**config.mk**
```make
export PLATFORM = sky130hd
export DESIGN_NAME = ists_fifo
export DESIGN_NICKNAME = d
export VERILOG_FILES = /design/src/ists_fifo.sv
export SDC_FILE = /design/constraint.sdc
export NUM_CORES = 1
export LEC_CHECK = 0
export ABC_AREA = 1
export BUFFER_PORTS_ARGS = -buffer_cell sky130_fd_sc_hd__clkbuf_2
export CAP_MARGIN = 20
export CORE_ASPECT_RATIO = 1.25
export CORE_MARGIN = 2
export CORE_UTILIZATION = 56
export CTS_CLUSTER_DIAMETER = 150
export DETAILED_ROUTE_END_ITERATION = 8
export PLACE_DENSITY_LB_ADDON = 0.08
export SKIP_CTS_REPAIR_TIMING = 1
export SYNTH_ARGS = -nofsm -noshare
export SYNTH_HDL_FRONTEND = slang
export SYNTH_SLANG_ARGS = --single-unit
```
**constraint.sdc**
```tcl
create_clock -name clk -period 2.8 [get_ports clk]
set_clock_uncertainty 0.15 [all_clocks]
set_input_delay 0.28 -clock clk [delete_from_list [all_inputs] [get_ports clk]]
set_output_delay 0.28 -clock clk [all_outputs]
set_load 0.1 [all_outputs]
```
**src/ists_fifo.sv**
```systemverilog
// ----------------------------------------------------------------------------
// ists_fifo
// Small synchronous FIFO with show-ahead head and occupancy count.
// ----------------------------------------------------------------------------
module ists_fifo #(
	parameter int WIDTH = 32,
	parameter int DEPTH = 16
) (
	input  logic                   clk,
	input  logic                   arst_n,
	input  logic                   push,
	input  logic [WIDTH-1:0]       din,
	input  logic                   pop,
	output logic [WIDTH-1:0]       dout,
	output logic                   empty,
	output logic [$clog2(DEPTH):0] count
);
	localparam int PW = $clog2(DEPTH);

	logic [WIDTH-1:0] mem_q [DEPTH];
	logic [PW-1:0]    wr_ptr_q;
	logic [PW-1:0]    rd_ptr_q;
	logic [PW:0]      count_q;

	always_ff @(posedge clk or negedge arst_n) begin
		if (!arst_n) begin
			wr_ptr_q <= '0;
			rd_ptr_q <= '0;
			count_q  <= '0;
		end else begin
			if (push) wr_ptr_q <= wr_ptr_q + 1'b1;
			if (pop)  rd_ptr_q <= rd_ptr_q + 1'b1;
			if (push && !pop)      count_q <= count_q + 1'b1;
			else if (pop && !push) count_q <= count_q - 1'b1;
		end
	end

	always_ff @(posedge clk) begin
		if (push) mem_q[wr_ptr_q] <= din;
	end

	assign dout  = mem_q[rd_ptr_q];
	assign empty = (count_q == '0);
	assign count = count_q;
endmodule

```
==> run summary <==
• 0.984 — fin crit share
• 5 — DR pass1 iterations
• yes — unrepaired setup endpoints after global routing
• 3 — number of buffers on the longest clock path
• 5.31 — average vias per placed instance
• 41 — CP max FO
• 0.252 — Total Routing Usage GR
• 2207 — synthesized netlist net count
• 0 — yosys synthesis warning count
• 363 MHz — achievable frequency
• 82 — num rows
• -0.0364 ns — Fin Hold WS
• 1703 — initial DRC count
• 80900 microns — wire length of the first global-routing pass
• 0.204 — area fraction in and, or, nand and nor cells after synthesis
• 0 — portion of netlist area occupied by mux cells
• 0.06 ns — CTS clk-pin slew, worst paths
• nand2_1 — most frequent standard cell in the layout excluding fill and tap cells
• 0.689 — Seq/Total Area, Yosys
• 0 — count of final setup violators
• nand2_1, edfxtp_1, inv_1 — most used cells in the layout excluding fill and tap cells
• 0.538 — Slew HR
• 0 ns — total negative setup slack
• 0.102 — fraction of final layout cells sized beyond drive strength 1
• 0 — final antenna-violating net count
• 10.5 sq um — mean instance size in the synthesized netlist
• 0 — max-cap violation count
• in2reg — class of the tightest hold or removal check
• 15100 — vias after detailed routing
• 525 — number of register bits inferred by synthesis
• 1.32 mV — VDD IR max
• 230 microns — overall die height
• 0 — DRC violation count after routing
• 1200 nW/um^2 — power per standard cell area
• output pin — nature of the critical path endpoint
• 0.675 — portion of synthesized cell area occupied by the leading cell type
• 0 — antenna fix cells
• reg2out — category of the critical setup timing path
• 2.32 ns — arrival time reported for the critical path endpoint
• 0.00582 — adder and majority gate portion of the synthesized area
• 0.691 ns — worst slew pin tran
• built — TritonCTS clock tree
• 0.781 — RD Place Congestion
• 74 — Hold Violations, Final
• 2983 — fillcell total
• 145 — largest net degree at the start of global routing
• 40100 sq um — Core Area
• 74 — IO Count
• 184 microns — die width
• 0.00307 — area share of xor/xnor cells in the synthesized design
• 55300 microns — overall routed net length
• 19.5 microns — Wirelength per Cell
• 2 — H-tree levels
• finished, violations left — status
• register — type of origin of the critical path
• 525 — TritonCTS Sinks
• simple AND/OR/NAND/NOR gates — dominant combinational cell family by area after synthesis
• 26800 microns — detailed placer's ending HPWL
• 50 — total CTS buffers
• edfxtp_1 — top cell type by total area after synthesis
• 16.2% — area growth from synthesis to layout
• 2303 — post-layout net count
• 73 — Port Buffer Count
• 26 — number of different library cells in the post-synthesis netlist
• 0.50 ns — R2R Setup Slk
• 0 — antenna violations before repair
• 0 — max-slew violation count
• 2.37 ns — Worst Path Required
• 2.75 ns — Final min period
• 22800 sq um — Post-Synthesis Cell Area
• 11.3 nW — reported leakage power
• edfxtp_1, nand2_1, nand3_1, inv_1, dfrtp_1 — biggest area contributors in the synthesized netlist
• 42300 sq um — Die Area
• negative hold slack — failing checks
• 0.00115 — synthesized-area fraction occupied by ao, oa, aoi and oai cells
• 0.56 ns — clock latency reported for the late side of the worst-skew pair
• 14200 — number of global-route vias before repair
• 2161 — Post-Syn Instances
• 0.0318 W — post-layout total power
• 0.568 — Initial Util
• 0 — Remaining Overflow, GRT
• clkbuf_16 — library cell used as clock root buffer
[power breakdown]
part | leakage (nW) | internal [W] | switching, W | total, W
Clock | 0.761 | 0.00378 | 0.00279 | 0.00657
Sequential | 4.78 | 0.00948 | 0.000310 | 0.00979
Combinational | 5.80 | 0.00482 | 0.0106 | 0.0154
Total | 11.3 | 0.0181 | 0.0137 | 0.0318
[metal layers]
layer | up-vias | track usage | wire length (microns)
li1 | 7172 | - | -
met1 | 7139 | 0.346 | 22500
met2 | 668 | 0.421 | 26900
met3 | 116 | 0.0308 | 4250
met4 | 0 | 0.0790 | 1550
met5 | - | 0 | 0
[critical path: stages (launching register included)]
cell and delay (ns):
dfrtp_4 0.60, buf_12 0.18, clkbuf_16 0.22, nand2_1 0.10, nand3_1 0.08, nand3_1 0.10
nand3_1 0.11, nand2_1 0.15, buf_12 0.18
[cell usage after synthesis]
| master | n |
|---|---|
| nand2_1 | 697 |
| edfxtp_1 | 512 |
| inv_1 | 396 |
| nand3_1 | 388 |
| buf_2 | 40 |
| buf_6 | 25 |
| nor2_1 | 18 |
| buf_4 | 16 |
| clkbuf_1 | 16 |
| dfrtp_1 | 13 |
| ha_1 | 9 |
| buf_1 | 8 |
| xor2_1 | 7 |
| o21ai_0 | 3 |
| nand4_1 | 2 |
| a21oi_1 | 1 |
| buf_8 | 1 |
| clkinv_1 | 1 |
| fa_1 | 1 |
| inv_2 | 1 |
| inv_4 | 1 |
| nand2b_1 | 1 |
| nor4_1 | 1 |
| o22ai_1 | 1 |
| or2_2 | 1 |
| xnor2_1 | 1 |
[path summary, 6_finish.rpt]
kind                        startpoint           end  depth (start not counted)
min in group asynchronous       arst_n   rd_ptr_q[1]                          2
hold / removal                  din[7]   mem_q[5][7]                          1
setup reg to reg           wr_ptr_q[0]  mem_q[4][20]                          5
setup / recovery           rd_ptr_q[0]       dout[2]                          8
hold reg to reg            wr_ptr_q[0]   wr_ptr_q[0]                          1
max in group asynchronous       arst_n   rd_ptr_q[0]                          2
[cell families (layout without fill, tap and decap cells)]
family                     Yosys count  after routing
adders and majority gates           10             10
AOI/OAI and AO/OA                    5              5
DFF                                525            525
buffers and inverters              505            639
xor gates and xnor gates             8              8
and+or+nand+nor                   1108           1108
[metrics by stage]
step / worst slack (ns) / cells / cell area, sq um / utilization
floorplan: 0.120 / 2161 / 22800 / -
global placement: 0.483 / 2722 / 24400 / 0.609
detailed placement: 0.466 / 2722 / 24400 / 0.609
CTS: -0.152 / 2812 / 26000 / 0.648
global route: -0.0277 / 2841 / 26500 / 0.660
finish: 0.0457 / 2841 / 26500 / 0.660
[cell type report]
cell class,instances,area [sq um],area share
Sequential cell,525,15700,0.593
Multi-Input combinational cell,1131,5040,0.190
Timing Repair Buffer,148,1950,0.0734
Inverter,399,1530,0.0576
Clock buffer,63,1320,0.0499
Tap cell,546,683,0.0258
Clock inverter,27,248,0.00935
Timing Repair inverter,2,22.5,0.000850
[flip-flops by register name (all words and copies together), names as in the netlist]
| register | count |
|---|---|
| wr_ptr_q | 4 |
| rd_ptr_q | 4 |
| count | 5 |
| mem_q | 512 |
Note: power is estimated with default switching activity, not from simulation.
