--- config.mk ---
export PLATFORM = sky130hd
export DESIGN_NAME = ists_front
export DESIGN_NICKNAME = d
export VERILOG_FILES = /design/src/ists_pkg.sv /design/src/ists_front.sv
export SDC_FILE = /design/constraint.sdc
export NUM_CORES = 1
export LEC_CHECK = 0
export BUFFER_PORTS_ARGS = -buffer_cell sky130_fd_sc_hd__buf_2
export CAP_MARGIN = 15
export CORE_MARGIN = 3
export CORE_UTILIZATION = 50
export DETAILED_ROUTE_END_ITERATION = 7
export GPL_TIMING_DRIVEN = 0
export PLACE_DENSITY = 0.68
export SLEW_MARGIN = 0
export SYNTH_ARGS = -nofsm -noshare
export SYNTH_HDL_FRONTEND = slang
export SYNTH_SLANG_ARGS = --single-unit
--- constraint.sdc ---
create_clock -name clk -period 4.4 [get_ports clk]
set_input_delay 0.88 -clock clk [delete_from_list [all_inputs] [get_ports clk]]
set_output_delay 0.88 -clock clk [all_outputs]
set_load 0.01 [all_outputs]
--- src/ists_pkg.sv ---
// ----------------------------------------------------------------------------
// ists_pkg
// Shared types and constants of the icon scaler with luma tint.
// ----------------------------------------------------------------------------
package ists_pkg;

	localparam int SRC_STORE_DEPTH_DEF = 1024;
	localparam int MAX_TARGET_SIDE     = 80;
	localparam int MIN_TARGET_SIDE     = 6;
	localparam int SCALE_MIN           = 8;
	localparam int SCALE_MAX           = 64;
	localparam int QUEUE_DEPTH_DEF     = 16;
	localparam int OUT_DEPTH_DEF       = 8;

	localparam int ADDR_W = 12;   // widest store address (4096 entries)
	localparam int QUOT_W = 6;    // source coordinate bits
	localparam int NUM_W  = 13;   // out coordinate times source size

	// luma weights: 8*30, 4*59, 8*11
	localparam int W_RED   = 240;
	localparam int W_GREEN = 236;
	localparam int W_BLUE  = 88;

	// n/100 = (n*5243)>>19, exact for n < 43690
	localparam int LUMA_RECIP = 5243;
	localparam int LUMA_SHIFT = 19;
	// n/255 = (n*16449)>>22, exact for n < 21959
	localparam int CH_RECIP = 16449;
	localparam int CH_SHIFT = 22;

	localparam logic [15:0] KEY_FLIP = 16'h0001;

	typedef enum logic [2:0] {
		REG_SRC_WIDTH  = 3'd0,
		REG_SRC_HEIGHT = 3'd1,
		REG_SCALE      = 3'd2,
		REG_TINT_EN    = 3'd3,
		REG_TINT_COLOR = 3'd4,
		REG_KEY        = 3'd5
	} reg_idx_t;

	typedef struct packed {
		logic [5:0]  src_w;
		logic [5:0]  src_h;
		logic        tint_en;
		logic [15:0] tint;
		logic [15:0] key;
		logic [6:0]  tw;
		logic [6:0]  th;
	} cfg_t;

	typedef struct packed {
		logic              wr_en;
		logic              is_load;
		logic              in_range;
		logic [ADDR_W-1:0] addr;
		logic [15:0]       data;
	} qentry_t;

	typedef struct packed {
		logic              is_load;
		logic              in_range;
		logic [9:0]        idx;
		logic [15:0]       data;
		logic [NUM_W-1:0]  rx;
		logic [NUM_W-1:0]  ry;
		logic [QUOT_W-1:0] qx;
		logic [QUOT_W-1:0] qy;
	} dstage_t;

	typedef struct packed {
		logic [15:0] pixel;
		logic        transparent;
		logic        in_range;
	} result_t;

endpackage

--- src/ists_front.sv ---
// ----------------------------------------------------------------------------
// ists_front
// Accepts items, scales fetch coordinates back to the source grid through a
// pipelined divider and forms the store address.
// ----------------------------------------------------------------------------
module ists_front #(
	parameter int DEPTH  = ists_pkg::SRC_STORE_DEPTH_DEF,
	parameter int QDEPTH = ists_pkg::QUEUE_DEPTH_DEF
) (
	input  logic                     clk,
	input  logic                     arst_n,
	input  logic                     in_valid,
	output logic                     in_ready,
	input  logic                     opcode,
	input  logic [9:0]               src_index,
	input  logic [15:0]              src_pixel,
	input  logic [6:0]               out_x,
	input  logic [6:0]               out_y,
	input  ists_pkg::cfg_t           cfg,
	input  logic [$clog2(QDEPTH):0]  q_count,
	output logic                     push,
	output ists_pkg::qentry_t        push_entry
);
	import ists_pkg::*;

	logic              v_s1;
	dstage_t           d_s1;
	logic [QUOT_W-1:0] v_div;
	dstage_t           div_s [QUOT_W];
	logic              v_s2;
	qentry_t           e_s2;
	logic [3:0]        inflight;
	logic              accept;

	assign inflight = 4'(v_s1) + 4'($countones(v_div)) + 4'(v_s2);
	// credit: everything in flight must fit in the queue
	assign in_ready = (32'(q_count) + 32'(inflight)) < 32'(QDEPTH);
	assign accept   = in_valid && in_ready;

	always_ff @(posedge clk or negedge arst_n) begin
		if (!arst_n) v_s1 <= 1'b0;
		else         v_s1 <= accept;
	end

	always_ff @(posedge clk) begin
		d_s1.is_load  <= ~opcode;
		d_s1.in_range <= (out_x < cfg.tw) && (out_y < cfg.th);
		d_s1.idx      <= src_index;
		d_s1.data     <= src_pixel;
		d_s1.rx       <= NUM_W'(out_x) * NUM_W'(cfg.src_w);
		d_s1.ry       <= NUM_W'(out_y) * NUM_W'(cfg.src_h);
		d_s1.qx       <= '0;
		d_s1.qy       <= '0;
	end

	// divider valid bits shift along with the stages
	always_ff @(posedge clk or negedge arst_n) begin
		if (!arst_n) v_div <= '0;
		else         v_div <= {v_div[QUOT_W-2:0], v_s1};
	end

	// restoring division, one quotient bit per stage, MSB first
	for (genvar k = 0; k < QUOT_W; k++) begin : g_div
		dstage_t          din;
		dstage_t          dnx;
		logic [NUM_W-1:0] tx;
		logic [NUM_W-1:0] ty;
		logic             gx;
		logic             gy;

		if (k == 0) begin : g_first
			assign din = d_s1;
		end else begin : g_next
			assign din = div_s[k-1];
		end

		assign tx = NUM_W'(cfg.tw) << (QUOT_W - 1 - k);
		assign ty = NUM_W'(cfg.th) << (QUOT_W - 1 - k);
		assign gx = din.rx >= tx;
		assign gy = din.ry >= ty;

		always_comb begin
			dnx    = din;
			dnx.rx = gx ? din.rx - tx : din.rx;
			dnx.ry = gy ? din.ry - ty : din.ry;
			dnx.qx = {din.qx[QUOT_W-2:0], gx};
			dnx.qy = {din.qy[QUOT_W-2:0], gy};
		end

		always_ff @(posedge clk) begin
			div_s[k] <= dnx;
		end
	end

	logic [NUM_W-1:0] addr_full;
	dstage_t          dl;

	assign dl        = div_s[QUOT_W-1];
	assign addr_full = NUM_W'(dl.qy) * NUM_W'(cfg.src_w) + NUM_W'(dl.qx);

	always_ff @(posedge clk or negedge arst_n) begin
		if (!arst_n) v_s2 <= 1'b0;
		else         v_s2 <= v_div[QUOT_W-1];
	end

	always_ff @(posedge clk) begin
		e_s2.is_load  <= dl.is_load;
		e_s2.in_range <= dl.in_range;
		e_s2.wr_en    <= dl.is_load && (32'(dl.idx) < 32'(DEPTH));
		e_s2.addr     <= dl.is_load ? ADDR_W'(dl.idx) : addr_full[ADDR_W-1:0];
		e_s2.data     <= dl.data;
	end

	assign push       = v_s2;
	assign push_entry = e_s2;
endmodule

==> results of run 1 <==
[routing by layer]
layer,GRT usage,share of wire,up-vias
met4,0.0615,0.028,0
li1,-,-,5819
met1,0.217,0.44,5422
met2,0.309,0.50,190
met5,0,0,-
met3,0.0352,0.035,68
[worst reg2reg max path, stage by stage (launching register included)]
cell	delay, ns
dfxtp_1	0.46
nand2_1	0.12
fa_1	0.53
fa_1	0.54
inv_1	0.05
fa_1	0.52
inv_1	0.05
fa_1	0.49
inv_1	0.06
ha_4	0.24
inv_2	0.08
o211ai_1	0.11
a31oi_1	0.24
xor2_1	0.20
o21ai_0	0.09
[final cells by class]
type | count | area (sq um)
antenna | 1 | 2.50
buffer | 13 | 61.3
clock buffer | 57 | 1240
clock inverter | 22 | 269
fill | 2924 | 14300
inverter | 156 | 586
multi-input combinational | 1025 | 8600
sequential | 432 | 8690
tap | 455 | 569
timing repair buffer | 107 | 542
[flip-flops by register name, indices dropped and copies added (netlist names)]
name / cells
d_s1: 54
div_s: 340
push: 1
push_entry: 30
v_div: 6
v_s1: 1
[kinds of logic after synthesis]
kind of cell | count (synthesis) | share of synthesized area
fa+ha+maj | 250 | 0.206
compound gates | 271 | 0.0979
buf+inv | 173 | 0.0368
xor+xnor | 69 | 0.0337
mux | 35 | 0.0212
flops | 432 | 0.485
simple gates | 400 | 0.119
[power by group through the flow]
stage               sequential [uW]  combinational [uW]  clock (uW)
floorplan                      5350                5200           0
global placement               5450                6400           0
detailed placement             5480                6560           0
CTS                            5400                6650        3860
global route                   5500                7620        4010
finish                         5390                6660        3740
[cell usage in the layout, fill, tap and decap left out, drive strengths merged, types with 64 or more instances in the layout]
| cell | n |
|---|---|
| ha | 175 |
| clkbuf | 64 |
| o21ai | 77 |
| buf | 113 |
| a21oi | 66 |
| nor2 | 65 |
| dfxtp | 424 |
| fa | 75 |
| inv | 159 |
| nand2 | 99 |
| and2 | 98 |
[repair_timing]
action / in CTS / in global routing
gates cloned: 0 / 0
buffers inserted: 0 / 0
resized for setup: 3 / 4
endpoints found under the setup margin: 1 / 5
pin swaps: 1 / 1
[how the worst max path moves through the flow]
stage / slack (ns) / start / to / cells after the start
CTS: -0.08 / push$_DFF_PN0_ / in_ready / 12
detailed placement: -0.51 / cfg[54] / push_entry[27]$_SDFF_PP0_ / 15
global route: -0.27 / push$_DFF_PN0_ / in_ready / 12
finish: -0.08 / q_count[0] / in_ready / 13
floorplan: 0.04 / cfg[55] / push_entry[27]$_SDFF_PP0_ / 16
global placement: -0.48 / cfg[54] / push_entry[27]$_SDFF_PP0_ / 15
[through the flow]
step	TNS (ns)	cell area [sq um]	utilization	setup slack, ns	hold slack [ns]
floorplan	0	17900	-	0.0361	0.310
global placement	-3.20	19000	0.546	-0.483	0.310
detailed placement	-3.61	19000	0.546	-0.512	0.312
CTS	-0.0812	20500	0.589	-0.0812	0.128
global route	-0.268	20600	0.589	-0.268	0.138
finish	-0.0755	20600	0.589	-0.0755	0.158
==> run metrics, run 1 <==
IO Port Bufs 107; Sink Count 432; Synth top area share 0.474; Setup WS post-layout -0.0755 ns; die width 195 microns; initial core utilization 0.513; Yosys Warn Count 0; register area share after synthesis 0.485; Max clock buf depth 3; Final GP Congestion 0.858; switching power 5600 uW; CP Capture Type output port; Die H 195 microns; outcome complete, but fails checks; antenna violations before repair 1; RSZ-0062 raised after global routing true; leading cell type by number of instances after synthesis dfxtp_1; Vias/cell 5.07; Avg Synthesized Cell Area 11.0 sq um; GR Overflow Total 0; CP max-delay cell fa_1; R2R Path End push_entry[25]$_DFF_P_; CP Max Fanout 2; Setup Viol. Count Final 1; post-DP HPWL 24600 microns; WL/cell 14.5 microns; Hold Buf Count CTS 0; Buf+Inv Stages, Crit Path 4; syn nets 1988; Hold Violations, Final 0; CTS buffer count 43; CTS root buf clkbuf_16; share of synthesized registers carrying an async set or reset 0.0185; Worst-Skew Late Latency 0.56 ns; total power 15800 uW; share of total power in combinational logic 0.422; Sequential Power Share 0.341; Clk pwr share 0.237; crit path cell chain buf_6 > fa_1 > inv_1 > fa_1 > fa_1 > inv_2 > ha_4 > a21oi_2 > nor2b_1 > o21ai_1 > nand2b_1 > a211oi_2 > buf_2; aggregate global-route resource usage 0.176; EDFF count, synth 0; full die area 38100 sq um; synth-to-layout area growth 14.8%; fin crit period 4.48 ns; Max-Cap Viols 0; DRT antenna net count 0; relative slew slack 0.349; FP Rows 68; worst slew pin tran 0.968 ns; Reg2Reg Launch Point div_s[5][0]$_DFF_P_; PD cells 768 nW/um^2; CORE AREA 34900 sq um; vias in the first global route 11800; Slew Limit Fails 0; Cells after DPL 2192; most frequent CP cell fa_1; flop2flop setup slack 0.45 ns; clock skew 0.0162 ns; max incr delay on CP 0.53 ns; top_reg_cell synth dfxtp_1; worst hold path class in2async; clock-pin slew on the worst setup and hold paths 0.06 ns; failing checks negative setup slack; first-pass GRT wire length 55900 microns; maximum vdd drop 0.000733 V; share of layout cells above drive strength 1 0.130; P_int 10200 uW; drt pass-1 iters 5; largest net degree at the start of global routing 16; routed via count 11500; Lkg Pwr 0.00954 uW; CP Launch Type input port; Synth area leader dfxtp_1; final period utilization 1.02; Worst EP required 3.52 ns; CTS tree done; Ports 141; largest cells by area after synthesis dfxtp_1, ha_1, fa_1; CP Class in2out; switch share 0.355; final WL 32800 microns; initial DRC count 471; final std cells w/o fill 2268; drt drc 0; Fmax 223 MHz; post-synthesis register bit count 432; synth unique cells 69; H-tree levels 2; Final Net Count 2136; cell count after synthesis 1630; cell area after synthesis 17900 sq um; Commonest cells post-synth dfxtp_1, ha_1, inv_1; CP top delay family adder cells; crit path DAT 3.60 ns; R2R depth 14
(Power assumes the default switching activity.)
==> run 2, diff against run 1 <==
- CELL_PAD_IN_SITES_DETAIL_PLACEMENT: default -> 0
- CELL_PAD_IN_SITES_GLOBAL_PLACEMENT: default -> 1
- PLACE_DENSITY: 0.68 -> default
- PLACE_DENSITY_LB_ADDON: default -> 0.1
- clock period: 4.4 -> 5.4 ns (I/O delays scaled with it)
==> run 2 against run 1 <==
Effect of this change:
- the flow now finishes without violations
- non-clock buffer count rose by 4
- routed wire length rose by 0.99%
- global-route usage barely moved
- register-to-register slack improved by 0.85 ns
- clock power fell by 19%
- cell count barely moved
- combinational power fell by 20%
- count of clock-buffer cells in the layout fell by 3
- cell area fell by 0.28%
==> run metrics, run 2 (same netlist as run 1, synthesis figures left out) <==
post-CTS repair timing setup buffer count 0 (unchanged); drt pass-1 iters 5 (unchanged); worst slew pin tran 0.763 ns (was 0.968 ns); full die area 38100 sq um (unchanged); RSZ-0062 raised after global routing false (was true); Hold Buf Count CTS 0 (unchanged); Worst Hold Launch div_s[3][1]$_DFF_P_; CP Max Fanout 2 (unchanged); Cells after DPL 2192 (unchanged); total power 12800 uW (was 15800 uW); aggregate global-route resource usage 0.177 (was 0.176); CTS buffer count 44 (was 43); CP Capture Type output port (unchanged); DRT antenna net count 0 (unchanged); Setup Viol. Count Final 0 (was 1); Hold Violations, Final 0 (unchanged); post-DP HPWL 25100 microns (was 24600 microns); outcome finished, final reports clean (was complete, but fails checks); setup TNS 0 ns (was -0.0755 ns); clock-pin slew on the worst setup and hold paths 0.06 ns (about the same); first-pass GRT wire length 55100 microns (was 55900 microns); WL/cell 14.6 microns (was 14.5 microns); maximum vdd drop 0.000528 V (was 0.000733 V); Final Net Count 2141 (was 2136); GR Overflow Total 0 (unchanged); R2R depth 14 (unchanged); FP Rows 68 (unchanged); Final GP Congestion 0.843 (was 0.858); relative slew slack 0.487 (was 0.349); Max-Cap Viols 0 (unchanged); antenna violations before repair 6 (was 1); max FFs per register 340 (unchanged); final std cells w/o fill 2269 (was 2268); Die H 195 microns (unchanged); Min-Delay Endpoint div_s[4][2]$_DFF_P_; Vias/cell 5.04 (was 5.07); Largest Register div_s (unchanged); hold depth 0; die width 195 microns (unchanged); PD cells 622 nW/um^2 (was 768 nW/um^2); post-cts repair resize count 0 (was 3); R2R Path End push_entry[27]$_SDFF_PP0_ (was push_entry[25]$_DFF_P_); share of layout cells above drive strength 1 0.121 (was 0.130); most common cell after layout, fill and taps aside dfxtp_1 (unchanged); leading cell types in the layout, fill and taps excluded dfxtp_1, ha_1, inv_1 (unchanged); crit path DAT 3.92 ns (was 3.60 ns); H-tree levels 2 (unchanged); synth-to-layout area growth 14.5% (was 14.8%); WHS 0.311 ns (was 0.158 ns); drt drc 0 (unchanged); Ports 141 (unchanged); CP Class in2out (unchanged); final WL 33100 microns (was 32800 microns); worst hold path class reg2reg (was in2async); Worst-Skew Late Latency 0.56 ns (about the same); largest net degree at the start of global routing 15 (was 16); Max clock buf depth 3 (unchanged); Fmax 200 MHz; vias in the first global route 11400 (was 11800); Lkg Pwr 0.00951 uW (was 0.00954 uW); initial DRC count 350 (was 471); CTS root buf clkbuf_16 (unchanged); clock skew 0.0120 ns (was 0.0162 ns); Sink Count 432 (unchanged); fin crit period 5.00 ns; Worst EP required 4.32 ns (was 3.52 ns); routed via count 11400 (was 11500); IO Port Bufs 107 (unchanged); final period utilization 0.926; initial core utilization 0.513 (unchanged); CORE AREA 34900 sq um (unchanged); flop2flop setup slack 1.30 ns (was 0.45 ns); Reg2Reg Launch Point div_s[5][0]$_DFF_P_ (unchanged); CTS tree done (unchanged); CP Launch Type input port (unchanged); Slew Limit Fails 0 (unchanged)
-- run 2: worst max path at each step --
stage / depth (start not counted) / startpoint / end / slack (ns)
floorplan: 15 / cfg[58] / push_entry[27]$_SDFF_PP0_ / 0.69
global placement: 16 / cfg[58] / push_entry[27]$_SDFF_PP0_ / 0.01
detailed placement: 16 / cfg[58] / push_entry[27]$_SDFF_PP0_ / 0.02
CTS: 13 / q_count[0] / in_ready / 0.37
global route: 13 / q_count[0] / in_ready / 0.17
finish: 13 / q_count[0] / in_ready / 0.40
-- run 2: final cells by class --
class                   instances  area (sq um)
diodes                          2          5.00
plain buffers                  17          73.8
clock buffers                  54          1190
clock inverters                21           293
fillers                      3005         14400
inverters                     156           586
multi-input cells            1025          8560
flip-flops and latches        432          8690
well taps                     455           569
repair buffers                107           536
-- run 2: metrics by stage --
step / utilization / cell area (sq um) / setup WS (ns)
detailed placement: 0.545 / 19000 / 0.0154
finish: 0.588 / 20500 / 0.397
floorplan: - / 17900 / 0.690
global route: 0.588 / 20500 / 0.173
global placement: 0.545 / 19000 / 0.0106
CTS: 0.588 / 20500 / 0.367
-- run 2: routing by layer --
layer | track usage | vias up | wire length (microns)
met3 | 0.0385 | 81 | 1590
met2 | 0.290 | 216 | 14900
met4 | 0.0726 | 8 | 1190
li1 | - | 5846 | -
met1 | 0.228 | 5296 | 15400
met5 | 0 | - | 41
-- run 2: report_power, final --
part / switching [uW] / total, uW / internal [uW] / leakage (uW)
logic: 2930 / 5330 / 2410 / 0.00513
registers: 373 / 4380 / 4010 / 0.00367
clock network: 1220 / 3040 / 1820 / 0.000714
-- run 2: critical path, cell delays in order --
cell and delay, ns:
buf_2 0.12, fa_1 0.54, inv_1 0.05, fa_1 0.45
fa_1 0.50, inv_1 0.05, ha_1 0.26, a21oi_1 0.14
nor2b_1 0.06, o21ai_0 0.13, nand2b_1 0.09, a211oi_1 0.28
buf_2 0.18
